`config.mk`:
```
export PLATFORM = sky130hd
export DESIGN_NAME = sorted_priority_queue_top
export DESIGN_NICKNAME = d
export VERILOG_FILES = /design/src/spq_pkg.sv /design/src/spq_cell.sv /design/src/sorted_priority_queue_top.sv
export SDC_FILE = /design/constraint.sdc
export NUM_CORES = 1
export LEC_CHECK = 0
export BUFFER_PORTS_ARGS = -buffer_cell sky130_fd_sc_hd__buf_2
export CELL_PAD_IN_SITES_DETAIL_PLACEMENT = 1
export CELL_PAD_IN_SITES_GLOBAL_PLACEMENT = 1
export CORE_UTILIZATION = 51
export CTS_BUF_LIST = sky130_fd_sc_hd__clkbuf_8 sky130_fd_sc_hd__clkbuf_16
export CTS_CLUSTER_DIAMETER = 100
export DETAILED_ROUTE_END_ITERATION = 7
export MAX_ROUTING_LAYER = met4
export PLACE_DENSITY = 0.79
export SETUP_SLACK_MARGIN = 0.2
export SYNTH_ARGS = -nofsm -noshare
export SYNTH_HDL_FRONTEND = slang
export SYNTH_SLANG_ARGS = --single-unit
```
`constraint.sdc`:
```
create_clock -name clk_i -period 7.1 [get_ports clk_i]
set_clock_uncertainty 0.1 [all_clocks]
set_input_delay 0 -clock clk_i [delete_from_list [all_inputs] [get_ports clk_i]]
set_output_delay 0 -clock clk_i [all_outputs]
set_load 0.005 [all_outputs]
```
`src/spq_pkg.sv`:
```
`timescale 1ns / 1ps

package spq_pkg;

  localparam int CAPACITY = 16;
  localparam int CNT_W    = $clog2(CAPACITY + 1);

  localparam int VALUE_W  = 32;
  localparam int PRIO_W   = 8;
  localparam int OP_W     = 2;
  localparam int STATUS_W = 2;
  localparam int OCC_W    = 5;

  // stream payload widths, padded to whole bytes
  localparam int IN_TDATA_W  = 40;
  localparam int OUT_TDATA_W = 48;
  localparam int OUT_PAD_W   = OUT_TDATA_W - VALUE_W - PRIO_W - OCC_W;

  localparam logic [OP_W-1:0] OP_ENQUEUE = 2'd0;
  localparam logic [OP_W-1:0] OP_DEQUEUE = 2'd1;
  localparam logic [OP_W-1:0] OP_PEEK    = 2'd2;

  localparam logic [STATUS_W-1:0] ST_OK    = 2'd0;
  localparam logic [STATUS_W-1:0] ST_EMPTY = 2'd1;
  localparam logic [STATUS_W-1:0] ST_FULL  = 2'd2;

  localparam logic signed [VALUE_W-1:0] EMPTY_VALUE = -32'sd1;

  typedef struct packed {
    logic signed [VALUE_W-1:0] value;
    logic [PRIO_W-1:0]         prio;
  } entry_t;

  // per-cycle command broadcast to every cell
  typedef struct packed {
    logic enq;
    logic deq;
  } cell_ctl_t;

  typedef struct packed {
    logic signed [VALUE_W-1:0] value;
    logic [PRIO_W-1:0]         prio;
    logic [STATUS_W-1:0]       status;
    logic [OCC_W-1:0]          occ;
  } result_t;

endpackage

```
`src/spq_cell.sv`:
```
`timescale 1ns / 1ps

module spq_cell (
  input  logic               clk_i,
  input  spq_pkg::cell_ctl_t ctl_i,
  input  spq_pkg::entry_t    new_i,
  input  logic               occupied_i,
  input  logic               head_i,
  input  logic               left_keep_i,
  input  spq_pkg::entry_t    left_i,
  input  spq_pkg::entry_t    right_i,
  output spq_pkg::entry_t    entry_o,
  output logic               keep_o
);
  import spq_pkg::*;

  entry_t entry_q;
  entry_t entry_d;

  // head keeps its slot on equal priority, other cells yield to the newcomer
  assign keep_o = occupied_i &&
                  ((entry_q.prio > new_i.prio) ||
                   (head_i && (entry_q.prio == new_i.prio)));

  always_comb begin
    entry_d = entry_q;
    if (ctl_i.enq) begin
      if (!keep_o) begin
        entry_d = left_keep_i ? new_i : left_i;
      end
    end else if (ctl_i.deq) begin
      entry_d = right_i;
    end
  end

  always_ff @(posedge clk_i) begin
    entry_q <= entry_d;
  end

  assign entry_o = entry_q;

endmodule

```
`src/sorted_priority_queue_top.sv`:
```
`timescale 1ns / 1ps
// a result is registered and is on the master side in the cycle after its request is accepted
// throughput: one transaction per cycle while the result is not stalled; every cell compares
//   against the new entry in parallel and shifts by one place, so the whole chain updates at once
// reset: rst_ni clears the entry count and the output valid; cell contents stay
//   undefined and are never read at or beyond the count

module sorted_priority_queue_top (
  input  logic                           clk_i,
  input  logic                           rst_ni,
  // request stream
  input  logic                           s_axis_tvalid_i,
  output logic                           s_axis_tready_o,
  // [31:0] item_value, [39:32] item_priority
  input  logic [spq_pkg::IN_TDATA_W-1:0] s_axis_tdata_i,
  // [1:0] operation
  input  logic [spq_pkg::OP_W-1:0]       s_axis_tuser_i,
  // result stream
  output logic                           m_axis_tvalid_o,
  input  logic                           m_axis_tready_i,
  // [31:0] head_value, [39:32] head_priority, [44:40] occupancy, rest zero
  output logic [spq_pkg::OUT_TDATA_W-1:0] m_axis_tdata_o,
  // [1:0] status
  output logic [spq_pkg::STATUS_W-1:0]   m_axis_tuser_o
);
  import spq_pkg::*;

  // request decode
  logic            accept;
  logic [OP_W-1:0] op;
  entry_t          new_entry;

  assign accept          = s_axis_tvalid_i && s_axis_tready_o;
  assign op              = s_axis_tuser_i;
  assign new_entry.value = s_axis_tdata_i[VALUE_W-1:0];
  assign new_entry.prio  = s_axis_tdata_i[VALUE_W+PRIO_W-1:VALUE_W];

  // entry count
  logic [CNT_W-1:0] count_q;
  logic [CNT_W-1:0] count_d;
  logic             full;
  logic             empty;

  assign full  = (count_q == CNT_W'(CAPACITY));
  assign empty = (count_q == '0);

  cell_ctl_t ctl;
  assign ctl.enq = accept && (op == OP_ENQUEUE) && !full;
  assign ctl.deq = accept && (op == OP_DEQUEUE) && !empty;

  always_comb begin
    count_d = count_q;
    if (ctl.enq) begin
      count_d = count_q + CNT_W'(1);
    end else if (ctl.deq) begin
      count_d = count_q - CNT_W'(1);
    end
  end

  always_ff @(posedge clk_i or negedge rst_ni) begin
    if (!rst_ni) begin
      count_q <= '0;
    end else begin
      count_q <= count_d;
    end
  end

  // cell chain, head at index zero
  entry_t               cell_entry [CAPACITY];
  logic [CAPACITY-1:0]  cell_keep;

  for (genvar i = 0; i < CAPACITY; i++) begin : g_cell
    logic   occupied;
    logic   left_keep;
    entry_t left_entry;
    entry_t right_entry;

    assign occupied = (count_q > CNT_W'(i));

    if (i == 0) begin : g_head
      // nothing ahead of the head, so a displaced head always takes the new entry
      assign left_keep  = 1'b0;
      assign left_entry = new_entry;
    end else begin : g_body
      assign left_keep  = cell_keep[i-1];
      assign left_entry = cell_entry[i-1];
    end

    if (i == CAPACITY - 1) begin : g_tail
      assign right_entry = '0;
    end else begin : g_inner
      assign right_entry = cell_entry[i+1];
    end

    spq_cell u_cell (
      .clk_i       (clk_i),
      .ctl_i       (ctl),
      .new_i       (new_entry),
      .occupied_i  (occupied),
      .head_i      (i == 0),
      .left_keep_i (left_keep),
      .left_i      (left_entry),
      .right_i     (right_entry),
      .entry_o     (cell_entry[i]),
      .keep_o      (cell_keep[i])
    );
  end

  // result for the accepted request, based on state before the update; occupancy counts the update
  result_t res_d;
  result_t res_q;

  always_comb begin
    res_d.value  = '0;
    res_d.prio   = '0;
    res_d.status = ST_OK;
    res_d.occ    = OCC_W'(count_d);
    case (op)
      OP_ENQUEUE: begin
        res_d.status = full ? ST_FULL : ST_OK;
      end
      OP_DEQUEUE, OP_PEEK: begin
        if (empty) begin
          res_d.value  = EMPTY_VALUE;
          res_d.status = ST_EMPTY;
        end else begin
          res_d.value = cell_entry[0].value;
          res_d.prio  = cell_entry[0].prio;
        end
      end
      default: begin
        // unused code, no operation
        res_d.status = ST_OK;
      end
    endcase
  end

  // output register; a new request is taken whenever the slot is empty or frees this cycle
  logic m_valid_q;

  assign s_axis_tready_o = !m_valid_q || m_axis_tready_i;

  always_ff @(posedge clk_i or negedge rst_ni) begin
    if (!rst_ni) begin
      m_valid_q <= 1'b0;
    end else if (accept) begin
      m_valid_q <= 1'b1;
    end else if (m_axis_tready_i) begin
      m_valid_q <= 1'b0;
    end
  end

  always_ff @(posedge clk_i) begin
    if (accept) begin
      res_q <= res_d;
    end
  end

  assign m_axis_tvalid_o = m_valid_q;
  assign m_axis_tdata_o  = {{OUT_PAD_W{1'b0}}, res_q.occ, res_q.prio, res_q.value};
  assign m_axis_tuser_o  = res_q.status;

  // checks
  property p_count_bound;
    @(posedge clk_i) disable iff (!rst_ni)
      count_q <= CNT_W'(CAPACITY);
  endproperty
  a_count_bound: assert property (p_count_bound)
    else $error("entry count above capacity");

  property p_full_reject;
    @(posedge clk_i) disable iff (!rst_ni)
      (accept && (op == OP_ENQUEUE) && full) |=> $stable(count_q);
  endproperty
  a_full_reject: assert property (p_full_reject)
    else $error("rejected enqueue changed the entry count");

  property p_stall_blocks;
    @(posedge clk_i) disable iff (!rst_ni)
      (m_valid_q && !m_axis_tready_i) |-> !s_axis_tready_o;
  endproperty
  a_stall_blocks: assert property (p_stall_blocks)
    else $error("request taken while result is stalled");

  property p_head_order;
    @(posedge clk_i) disable iff (!rst_ni)
      (count_q >= CNT_W'(2)) |-> (cell_entry[0].prio >= cell_entry[1].prio);
  endproperty
  a_head_order: assert property (p_head_order)
    else $error("head priority below its successor");

endmodule

```
Word-level counts from Yosys, hierarchy flattened
Cells that the tools add are included.

Add/subtract/negate cells: 2. $lt $le $gt $ge: 32. Eq/ne operators: 20. Multiplexer cells: 71. Bitwise logic cells: 1. Reduce and logical (&&, ||, !) cells: 48.

Operator list (number): $mux 40 (63); $gt 8x8->1 (16); $gt 5x4->1 const B (8); $mux 32 (1); $ne 2x2->1 const B (16); $reduce_and 2->1 (16); $logic_and 1x1->1 (21); $gt 5x3->1 const B (4); $gt 5x1->1 const B (2); $gt 5x2->1 const B (2); $mux 5 (2); $eq 8x8->1 (1); $add 5x1->5 const B (1); $eq 5x5->1 const B (1); $logic_not 5->1 (1); $sub 5x1->5 const B (1); $pmux 2 s2 (1); $reduce_bool 2->1 (2); $reduce_or 2->1 (2); $logic_not 1->1 (3); $mux 1 (3); $eq 2x1->1 const B (1); $eq 2x2->1 const B (1); $logic_not 2->1 (1); other kinds (3) (4).

Register bits after elaboration: 693. Input bits: 46. Output and inout bits: 52. Word-level logic and storage cells: 212.

Logic depth before layout (Yosys ltp)
Gate-level depths: netlist (run 1).

Depth in word-level cells: 7. Mapped depth: 10. Depth with buffers taken out: 7.

By module
A second synthesis (run 1) with hierarchy kept.

Cell total of the unflattened synthesis: 3476. Area, all modules: 38888.5 um2.

Modules (own cells, without submodules): spq_cell at g_cell[2].u_cell ... (instances 8, cells an instance 205, area an instance 2275.9 um2, seq. area each 1201.2 um2); spq_cell at g_cell[0].u_cell ... (instances 7, cells an instance 207, area an instance 2279.7 um2, seq. area each 1201.2 um2); sorted_priority_queue_top (instances 1, cells an instance 182, area an instance 2443.6 um2, seq. area each 1561.5 um2); spq_cell at g_cell[11].u_cell (instances 1, cells an instance 205, area an instance 2279.7 um2, seq. area each 1201.2 um2).

Worst setup path after synthesis (run 1)
OpenSTA, ideal clock, no wires.

Path type: reg-to-reg. From: register g_cell[11].u_cell.entry_q (netlist bit g_cell[11].u_cell.entry_o[6]). To: register g_cell[11].u_cell.entry_q (netlist bit g_cell[11].u_cell.entry_o[0]), enable pin. Data arrival time: 4.636 ns. Setup slack: 1.871 ns. Stages on the path, launching flop included: 10. Path buffers: 3. Clock period less this slack: 5.229 ns. Cell sequence: edfxtp_1 -> ha_1 -> nand4_1 -> o2bb2a_1 -> clkbuf_1 -> nand2_1 -> buf_2 -> buf_4 -> a21oi_1 -> o21ai_0.

Cells in the longest elaborated chain, start to end: 4.

Ends and longest elaborated chain: start: declaration (line spq_cell.sv:17) `entry_t entry_q;`; start signal: assignment (line spq_cell.sv:37) `entry_q <= entry_d;`; $gt 8x8->1 (line spq_cell.sv:22) `((entry_q.prio > new_i.prio) ||`; $logic_and 1x1->1 (line spq_cell.sv:21) `assign keep_o = occupied_i &&`; $ne 2x2->1 (no source line); $reduce_and 2->1 (no source line).

Every way passes these cells. A chain may end at the register's enable or synchronous reset.

Final worst setup path (run 1)
From: register count_q[1]. To: register g_cell[2].u_cell.entry_q (netlist bit g_cell[2].u_cell.entry_o[2]), enable pin.

Cells in the longest elaborated chain, start to end: 5. Elaborated cells between the ends (all ways): 11. Those cells by class: order compare: 1; eq/ne: 2; reduce/logical: 8.

Ends and longest elaborated chain: start: declaration (line sorted_priority_queue_top.sv:39) `logic [CNT_W-1:0] count_q;`; start signal: assignment (line sorted_priority_queue_top.sv:64) `count_q <= count_d;`; branches (longest 4 deep; another with $gt 5x2->1); $reduce_and 2->1 (no source line) (*); end signal: assignment (line spq_cell.sv:37); end: declaration (line spq_cell.sv:17).

Every way passes the cells marked *.

==> results of run 1 <==
sequential cells by signal (all words and copies together), names as in the netlist:
name	flops
m_axis_tdata_o	45
m_axis_tvalid_o	1
count_q	5
m_axis_tuser_o	2
g_cell.u_cell.entry_o	640
metal layers:
metal / part of all wire [%] / vias to the layer above / track usage, %
met5: 0 / - / -
met4: 5.1 / 0 / 19.40
met3: 11 / 454 / 9.087
met2: 45 / 2307 / 61.37
met1: 38 / 17570 / 52.14
li1: - / 14169 / -
worst reg2reg max path, delay by kind of cell, from the launching register on:
| kind | cells | cell delay [ns] |
|---|---|---|
| AO/OA/AOI/OAI | 1 | 1.13 |
| adder cells (fa/ha/maj) | 1 | 0.26 |
| buffers and inverters | 2 | 1.20 |
| flip-flops | 1 | 0.52 |
| AND/OR/NAND/NOR | 2 | 1.17 |
metrics by stage:
| step | std cells | utilization [%] | area (sq um) | setup slack (ns) | hold WS, ns |
|---|---|---|---|---|---|
| finish | 4635 | 56.64 | 43020 | 2.304 | 0.09803 |
| global route | 4635 | 56.64 | 43020 | 2.201 | 0.1788 |
| CTS | 4633 | 56.63 | 43010 | 2.484 | 0.04812 |
| detailed placement | 4443 | 52.71 | 40030 | 2.492 | -0.2571 |
| global placement | 4443 | 52.71 | 40030 | 2.550 | -0.2584 |
| floorplan | 3658 | - | 39220 | 1.871 | -0.3956 |
Yosys cell counts, drive strengths merged, types with 3 or more instances:
cell type and number:
inv 79, nor2 59, buf 141, a41o 7, or2 11, a221o 117
clkbuf 276, a22oi 44, xnor2 4, nand2b 5, a2bb2oi 40, nor3 3
nor3b 40, dfrtp 6, and3 10, nand3 44, or3 41, ha 137
a211o 19, o211ai 732, nor2b 16, a21oi 148, o221ai 10, a31oi 45
o21a 37, nand4 32, nand2 678, a21boi 3, a21o 18, a31o 10
o21ai 16, and2 4, mux2i 41, edfxtp 687, o2111ai 73
layout make-up:
class | instances | area [sq um]
Inverter | 79 | 296.5
Clock buffer | 83 | 2077
Clock inverter | 59 | 422.9
Multi-Input combinational cell | 2469 | 16570
Tap cell | 1030 | 1289
Antenna cell | 2 | 5.005
Fill cell | 7920 | 32930
Sequential cell | 693 | 20780
Timing Repair Buffer | 220 | 1574
power by group through the flow:
stage / sequential, W / clock, W / combinational (W)
2_1_floorplan: 0.00517 / 0 / 0.00210
3_3_place_gp: 0.00524 / 0 / 0.00327
3_5_place_dp: 0.00527 / 0 / 0.00339
4_1_cts: 0.00518 / 0.00410 / 0.00343
5_1_grt: 0.00522 / 0.00423 / 0.00362
6_report: 0.00520 / 0.00410 / 0.00356
cell families after synthesis:
kind of cell,count (synthesis),synth area share (%)
mux,41,1.047
buf+inv,496,5.310
xor+xnor,4,0.08934
simple gates,947,10.43
other cells,1,0.009564
fa+ha+maj,137,4.372
flops,693,53.00
compound gates,1337,25.74
final timing paths:
kind / from / to / slack, ns / cells after the start
max: count_q[1] / g_cell[2].u_cell.entry_o[2] / 2.30 / 6
min: m_axis_tready_i / count_q[1] / 0.1 / 6
max reg2reg: count_q[1] / g_cell[2].u_cell.entry_o[2] / 2.30 / 6
min reg2reg: g_cell[1].u_cell.entry_o[12] / g_cell[0].u_cell.entry_o[12] / 0.45 / 2
max in group asynchronous: rst_ni / count_q[3] / 6.41 / 3
min in group asynchronous: rst_ni / count_q[4] / 0.25 / 3
==> run summary, run 1 <==
## Critical path
* reg2reg — path type of the worst setup path
* sky130_fd_sc_hd__a21o_2 — standard cell with the maximum stage delay on the critical path
* flip-flop — sort of element at the end of the critical path
* flip-flop — CP startpoint kind
* 1.09 ns — delay of the slowest cell on the worst path
* simple AND/OR/NAND/NOR gates — kind of cell with the highest combined delay on the critical path
* 93 — top fanout value on the critical path
* 4.95 ns — critical path arrival
* 2 — CP Buf/Inv Count
* inv_1 > ha_1 > nand4bb_1 > and4_4 > buf_4 > a21o_2 — critical path cell sequence
* 7.25 ns — Worst Path Required

## Clock tree
* 693 — number of sinks driven by the clock tree
* sky130_fd_sc_hd__clkbuf_16 — Clk Tree Root Cell
* 0.06 ns — CTS clk-pin slew, worst paths
* 0 — post-cts repair resize count
* 0 — Post-CTS Setup Bufs
* 81 — total clock buffers created by CTS
* done — TritonCTS clock tree
* 48 — cts hold-fix bufs
* 3 — H-tree level count
* 3 — number of buffers on the longest clock path
* 0.65 ns — source-to-sink clock delay at the later pin of the worst-skew pair

## Finish
* 3727 — count of nets after finishing
* 10.63% — layout cell share with drive strength beyond 1
* 9.707% — area delta synth->final
* sky130_fd_sc_hd__o211ai_1 — leading cell type in the layout, fill and taps excluded
* sky130_fd_sc_hd__o211ai_1, sky130_fd_sc_hd__edfxtp_1, sky130_fd_sc_hd__nand2_1 — commonest cells after routing, fill and taps aside

## Synthesis
* 61 — Distinct cells, synth
* sky130_fd_sc_hd__edfxtp_1, sky130_fd_sc_hd__o211ai_1, sky130_fd_sc_hd__nand2_1 — top post-synthesis cells by area
* 0 — total of warnings raised by yosys
* 693 — post-synthesis register bit count
* 3656 — Post-Synthesis Cells
* 0.8658% — fraction of registers with async set or reset after synthesis
* 687 — number of enable-type register cells in the synthesized netlist
* 10.72 sq um — post-synthesis area per instance
* 52.61% — area fraction of the dominant cell type after synthesis
* sky130_fd_sc_hd__edfxtp_1 — Synth area leader
* 53.00% — share of the yosys chip area belonging to registers
* 39210 sq um — combined area of all synthesized cells
* sky130_fd_sc_hd__edfxtp_1 — most used flip-flop cell after synthesis

## Route
* 33.81 microns — mean routed wirelength per cell
* 0 — residual DRC count
* 7.443 — per-cell via count in the routed design
* 156.7 mm — Detailed Route WL
* 34.50k — via total after detailed routing
* 6 — detailed-router iteration count before antenna repair
* 4177 — number of DRC markers in iteration 0
* 0 — post-route antenna net violation count

## Floorplan
* 101 — standard-cell row count
* 279.3 microns — height of the chip
* 51.63% — initial core utilization
* 77990 sq um — area of the die
* 75950 sq um — placeable core region
* 98 — I/O pin cnt
* 279.3 microns — Die W

## Global route
* 230.8 mm — first-pass GRT wire length
* 134 — largest net degree at the start of global routing
* 3 — antenna violations before repair
* 35.06k — number of global-route vias before repair
* 0 — Congestion Overflow GR
* 40.73% — global-route total usage across every layer

## Power
* 37.01% — switching part of the total power
* 0.004755 W — Switching Power
* 40.4% — part of the power in registers
* 0.008093 W — internal power contribution
* 27.7% — share of power burned in combinational logic
* 0.01285 W — total power
* 298.7 nW/um^2 — areal power density over the cells
* 31.9% — share of power burned in the clock network
* 15.15 nW — leakage power
* 0.0002294 V — Worst IR Drop VDD

## Placed design
* 94 — IO Port Bufs
* 0.9595 — gp weighted congestion
* 96.28 mm — post-detailed-placement half-perimeter wirelength

## STA
* 67.56% — period utilization
* 4.796 ns — shortest clock period the worst path allows after layout
* 12.71% — worst slew margin relative to its limit
* 0 ns — sum of negative setup slack
* 1.309 ns — Worst Tran Pin Value
* 0.2085 GHz — fmax
* 0 — number of max-slew violations in the final report
* 0 — count of endpoints failing hold in the final timing report
* 0 — final-report setup violation count
* no — setup repair after global routing missed its margin

## Hold path
* in2reg — HP Class

## Run status
* finished, final reports clean — run status

## Job
* 0 — # Max-Cap Violations

Note: power is estimated with default switching activity, not from simulation.
==> run 2, diff against run 1 <==
--- a/config.mk
+++ b/config.mk
@@ -5,15 +5,16 @@
 export SDC_FILE = /design/constraint.sdc
 export NUM_CORES = 1
 export LEC_CHECK = 0
+export ABC_AREA = 1
 export BUFFER_PORTS_ARGS = -buffer_cell sky130_fd_sc_hd__buf_2
 export CELL_PAD_IN_SITES_DETAIL_PLACEMENT = 1
 export CELL_PAD_IN_SITES_GLOBAL_PLACEMENT = 1
-export CORE_UTILIZATION = 51
+export CORE_UTILIZATION = 43
 export CTS_BUF_LIST = sky130_fd_sc_hd__clkbuf_8 sky130_fd_sc_hd__clkbuf_16
 export CTS_CLUSTER_DIAMETER = 100
 export DETAILED_ROUTE_END_ITERATION = 7
 export MAX_ROUTING_LAYER = met4
-export PLACE_DENSITY = 0.79
+export PLACE_DENSITY = 0.76
 export SETUP_SLACK_MARGIN = 0.2
 export SYNTH_ARGS = -nofsm -noshare
 export SYNTH_HDL_FRONTEND = slang
==> constraint.sdc (replaced) <==
create_clock -name clk_i -period 3.9 [get_ports clk_i]
set_clock_uncertainty 0.1 [all_clocks]
set_input_delay 0 -clock clk_i [delete_from_list [all_inputs] [get_ports clk_i]]
set_output_delay 0 -clock clk_i [all_outputs]
set_load 0.005 [all_outputs]
==> run 2 against run 1 <==
Against the previous run: total power increased by 73%; register-to-register slack got worse by 1.7 ns; cell area increased by 1.5%; critical endpoint is now g_cell[0].u_cell.entry_o[28]; critical path type unchanged; cell count increased by 39%; global-route usage decreased by 16 points; sequential share of layout area decreased by 0.70 points; clock power increased by 70%; wire length decreased by 30%.
==> run summary, run 2 <==
## Clock tree
* 3 — H-tree level count, unchanged
* 47 — cts hold-fix bufs, -2.1%
* 0 — post-cts repair resize count, unchanged
* 693 — number of sinks driven by the clock tree, unchanged
* 80 — total clock buffers created by CTS, -1.2%
* done — TritonCTS clock tree
* 0 — Post-CTS Setup Bufs, unchanged
* sky130_fd_sc_hd__clkbuf_16 — Clk Tree Root Cell
* 0.63 ns — source-to-sink clock delay at the later pin of the worst-skew pair, -0.02 ns
* 3 — number of buffers on the longest clock path, unchanged
* 0.05 ns — CTS clk-pin slew, worst paths, about the same

## Synthesis
* 4.337% — adder and majority cell fraction of the synthesized area, -0.035 points
* simple AND/OR/NAND/NOR gates — largest family of logic cells by synthesized area
* 31.17% — fraction of the mapped netlist area in simple logic gates, +21 points
* 693 — post-synthesis register bit count, unchanged
* 0.8658% — fraction of registers with async set or reset after synthesis, unchanged
* sky130_fd_sc_hd__nand2_1, sky130_fd_sc_hd__edfxtp_1, sky130_fd_sc_hd__inv_1 — cell types with the highest counts after synthesis
* 32 — Distinct cells, synth, -48%
* sky130_fd_sc_hd__nand2_1 — most common cell in the netlist
* sky130_fd_sc_hd__edfxtp_1 — most used flip-flop cell after synthesis
* 52.58% — share of the yosys chip area belonging to registers, -0.42 points
* 0 — total of warnings raised by yosys, unchanged
* 2.558% — fraction of the mapped netlist area in compound gates, -23 points
* 52.20% — area fraction of the dominant cell type after synthesis, -0.42 points
* 687 — number of enable-type register cells in the synthesized netlist, unchanged
* 0% — portion of netlist area occupied by mux cells, -1.0 points
* 0.06648% — xor and xnor area share after synthesis, -0.023 points
* 5146 — Post-Synthesis Cells, +41%
* 39520 sq um — combined area of all synthesized cells, +0.80%
* sky130_fd_sc_hd__edfxtp_1, sky130_fd_sc_hd__nand2_1, sky130_fd_sc_hd__inv_1 — top post-synthesis cells by area
* sky130_fd_sc_hd__edfxtp_1 — Synth area leader
* 7.681 sq um — post-synthesis area per instance, -28%

## Placed design
* 0.5428 ns — worst-case setup slack after placement, -1.949 ns
* 75.84 mm — post-detailed-placement half-perimeter wirelength, -21%
* 94 — IO Port Bufs, unchanged
* 0.8375 — gp weighted congestion, -13%

## Run status
* finished, final reports clean — run status

## STA
* no — setup repair after global routing missed its margin
* 3.341 ns — shortest clock period the worst path allows after layout, -1.456 ns
* 0.2993 GHz — fmax, +44%
* 0 — count of endpoints failing hold in the final timing report, unchanged
* 0 — final-report setup violation count, unchanged
* 1.411 ns — Worst Tran Pin Value, +0.1016 ns
* 0 — number of max-slew violations in the final report, unchanged
* 0 ns — sum of negative setup slack, unchanged
* 0.5591 ns — min setup slack post-route, -1.744 ns
* 85.66% — period utilization, +18 points
* 5.933% — worst slew margin relative to its limit, -6.8 points

## Critical path
* 0.56 ns — setup slack on the worst flop-to-flop path, -1.74 ns
* sky130_fd_sc_hd__buf_4 — standard cell with the maximum stage delay on the critical path
* 9 — Critical Path Stages, +3
* 0.48 ns — delay of the slowest cell on the worst path, -0.61 ns
* buffers and inverters — kind of cell with the highest combined delay on the critical path
* flip-flop — sort of element at the end of the critical path
* flip-flop — CP startpoint kind
* 4 — CP Buf/Inv Count, +2
* inv_1 > ha_1 > nand3_1 > nand3_4 > inv_4 > buf_4 > nand2_1 > nand2_2 > buf_4 — critical path cell sequence
* 3.51 ns — critical path arrival, -1.44 ns
* g_cell[0].u_cell.entry_o[28] — Reg2Reg Capture Point
* count_q[0] — launching instance or port of the critical path
* g_cell[0].u_cell.entry_o[28] — Critical path destination
* reg2reg — path type of the worst setup path
* 9 — reg2reg path depth, +3
* 45 — top fanout value on the critical path, -52%
* 4.07 ns — Worst Path Required, -3.18 ns
* sky130_fd_sc_hd__buf_4 — cell occurring most often along the worst timing path
* count_q[0] — worst flop-to-flop path startpoint

## Global route
* 0 — Congestion Overflow GR, unchanged
* 24.47% — global-route total usage across every layer, -16 points
* 179.2 mm — first-pass GRT wire length, -22%
* 32.74k — number of global-route vias before repair, -6.6%
* 243 — largest net degree at the start of global routing, +81%
* 1 — antenna violations before repair, -2

## Job
* 0 — # Max-Cap Violations, unchanged

## Power
* 24.89 nW — leakage power, +64%
* 509.5 nW/um^2 — areal power density over the cells, +71%
* 0.0002751 V — Worst IR Drop VDD, +20%

## Hold path
* in2reg — HP Class

## Finish
* sky130_fd_sc_hd__nand2_1, sky130_fd_sc_hd__edfxtp_1, sky130_fd_sc_hd__inv_1 — commonest cells after routing, fill and taps aside
* 10.45% — area delta synth->final
* 5.928% — layout cell share with drive strength beyond 1, -4.7 points
* 640 — max FFs per register, unchanged
* 48.20% — end-of-flow core utilization, -8.4 points
* sky130_fd_sc_hd__nand2_1 — leading cell type in the layout, fill and taps excluded
* 5369 — count of nets after finishing, +44%

## Route
* 109.6 mm — Detailed Route WL, -30%
* 0 — residual DRC count, unchanged
* 6 — detailed-router iteration count before antenna repair, unchanged
* 2143 — number of DRC markers in iteration 0, -49%
* 4.850 — per-cell via count in the routed design, -35%
* 31.15k — via total after detailed routing, -9.7%
* 17.07 microns — mean routed wirelength per cell, -50%
* 0 — post-route antenna net violation count, unchanged

## Floorplan
* 43.64% — initial core utilization, -8.0 points
* 98 — I/O pin cnt, unchanged
* 90560 sq um — placeable core region, +19%
* 93130 sq um — area of the die, +19%
* 305.2 microns — Die W, +9.3%
* 110 — standard-cell row count, +8.9%
* 305.2 microns — height of the chip, +9.3%

-- run 2: logic make-up (layout without fill, tap and decap cells) --
logic type / after synthesis / in the layout
flops: 693 / 693
xor+xnor: 3 / 3
buf+inv: 888 / 986
simple gates: 3232 / 3232
fa+ha+maj: 137 / 137
other cells: 1 / 4
compound gates: 192 / 192
-- run 2: how the worst min path moves through the flow --
stage,startpoint,to,slack (ns),cells after the start
3_5_place_dp,rst_ni,count_q[4],-0.27,1
4_1_cts,s_axis_tuser_i[0],count_q[0],0.008,5
5_1_grt,s_axis_tdata_i[32],g_cell[15].u_cell.entry_o[0],0.06,3
2_1_floorplan,rst_ni,count_q[0],-0.40,0
3_3_place_gp,rst_ni,m_axis_tvalid_o,-0.27,1
6_report,s_axis_tuser_i[0],count_q[0],0.06,5
-- run 2: worst register-to-register path, cell delays in order (launching register included) --
cell and delay (ns):
sky130_fd_sc_hd__dfrtp_1 0.47, sky130_fd_sc_hd__inv_1 0.12, sky130_fd_sc_hd__ha_1 0.26, sky130_fd_sc_hd__nand3_1 0.17, sky130_fd_sc_hd__nand3_4 0.21, sky130_fd_sc_hd__inv_4 0.39, sky130_fd_sc_hd__buf_4 0.48, sky130_fd_sc_hd__nand2_1 0.20
sky130_fd_sc_hd__nand2_2 0.15, sky130_fd_sc_hd__buf_4 0.41
-- run 2: final cells by class --
type	count	area [sq um]
fillers	11211	46910
flip-flops and latches	693	20780
multi-input cells	3567	15140
inverters	640	2405
clock buffers	83	2077
repair buffers	204	1476
well taps	1176	1471
clock inverters	59	304.0
diodes	1	2.502
-- run 2: power by group --
part           leakage (nW)  internal (W)  switching, W
clock                  1.25       0.00395       0.00303
combinational          17.2       0.00153       0.00390
sequential             6.44       0.00940      0.000432
-- run 2: per-stage QoR --
| stage | cells | area (sq um) | total power (W) | hold slack (ns) |
|---|---|---|---|---|
| after floorplan | 5148 | 39540 | 0.01359 | -0.3956 |
| after global placement | 6233 | 40800 | 0.01509 | -0.2656 |
| after detailed placement | 6233 | 40800 | 0.01533 | -0.2659 |
| after CTS | 6422 | 43650 | 0.02245 | 0.007610 |
| after global routing | 6423 | 43650 | 0.02352 | 0.06447 |
| final | 6423 | 43650 | 0.02224 | 0.06154 |
-- run 2: routing by layer --
metal / vias to the layer above / global-route usage [%] / routed length (microns)
li1: 15803 / - / -
met2: 582 / 37.71 / 48840
met1: 14633 / 34.38 / 54020
met5: - / - / 0
met4: 0 / 5.890 / 1976
met3: 133 / 3.002 / 4786
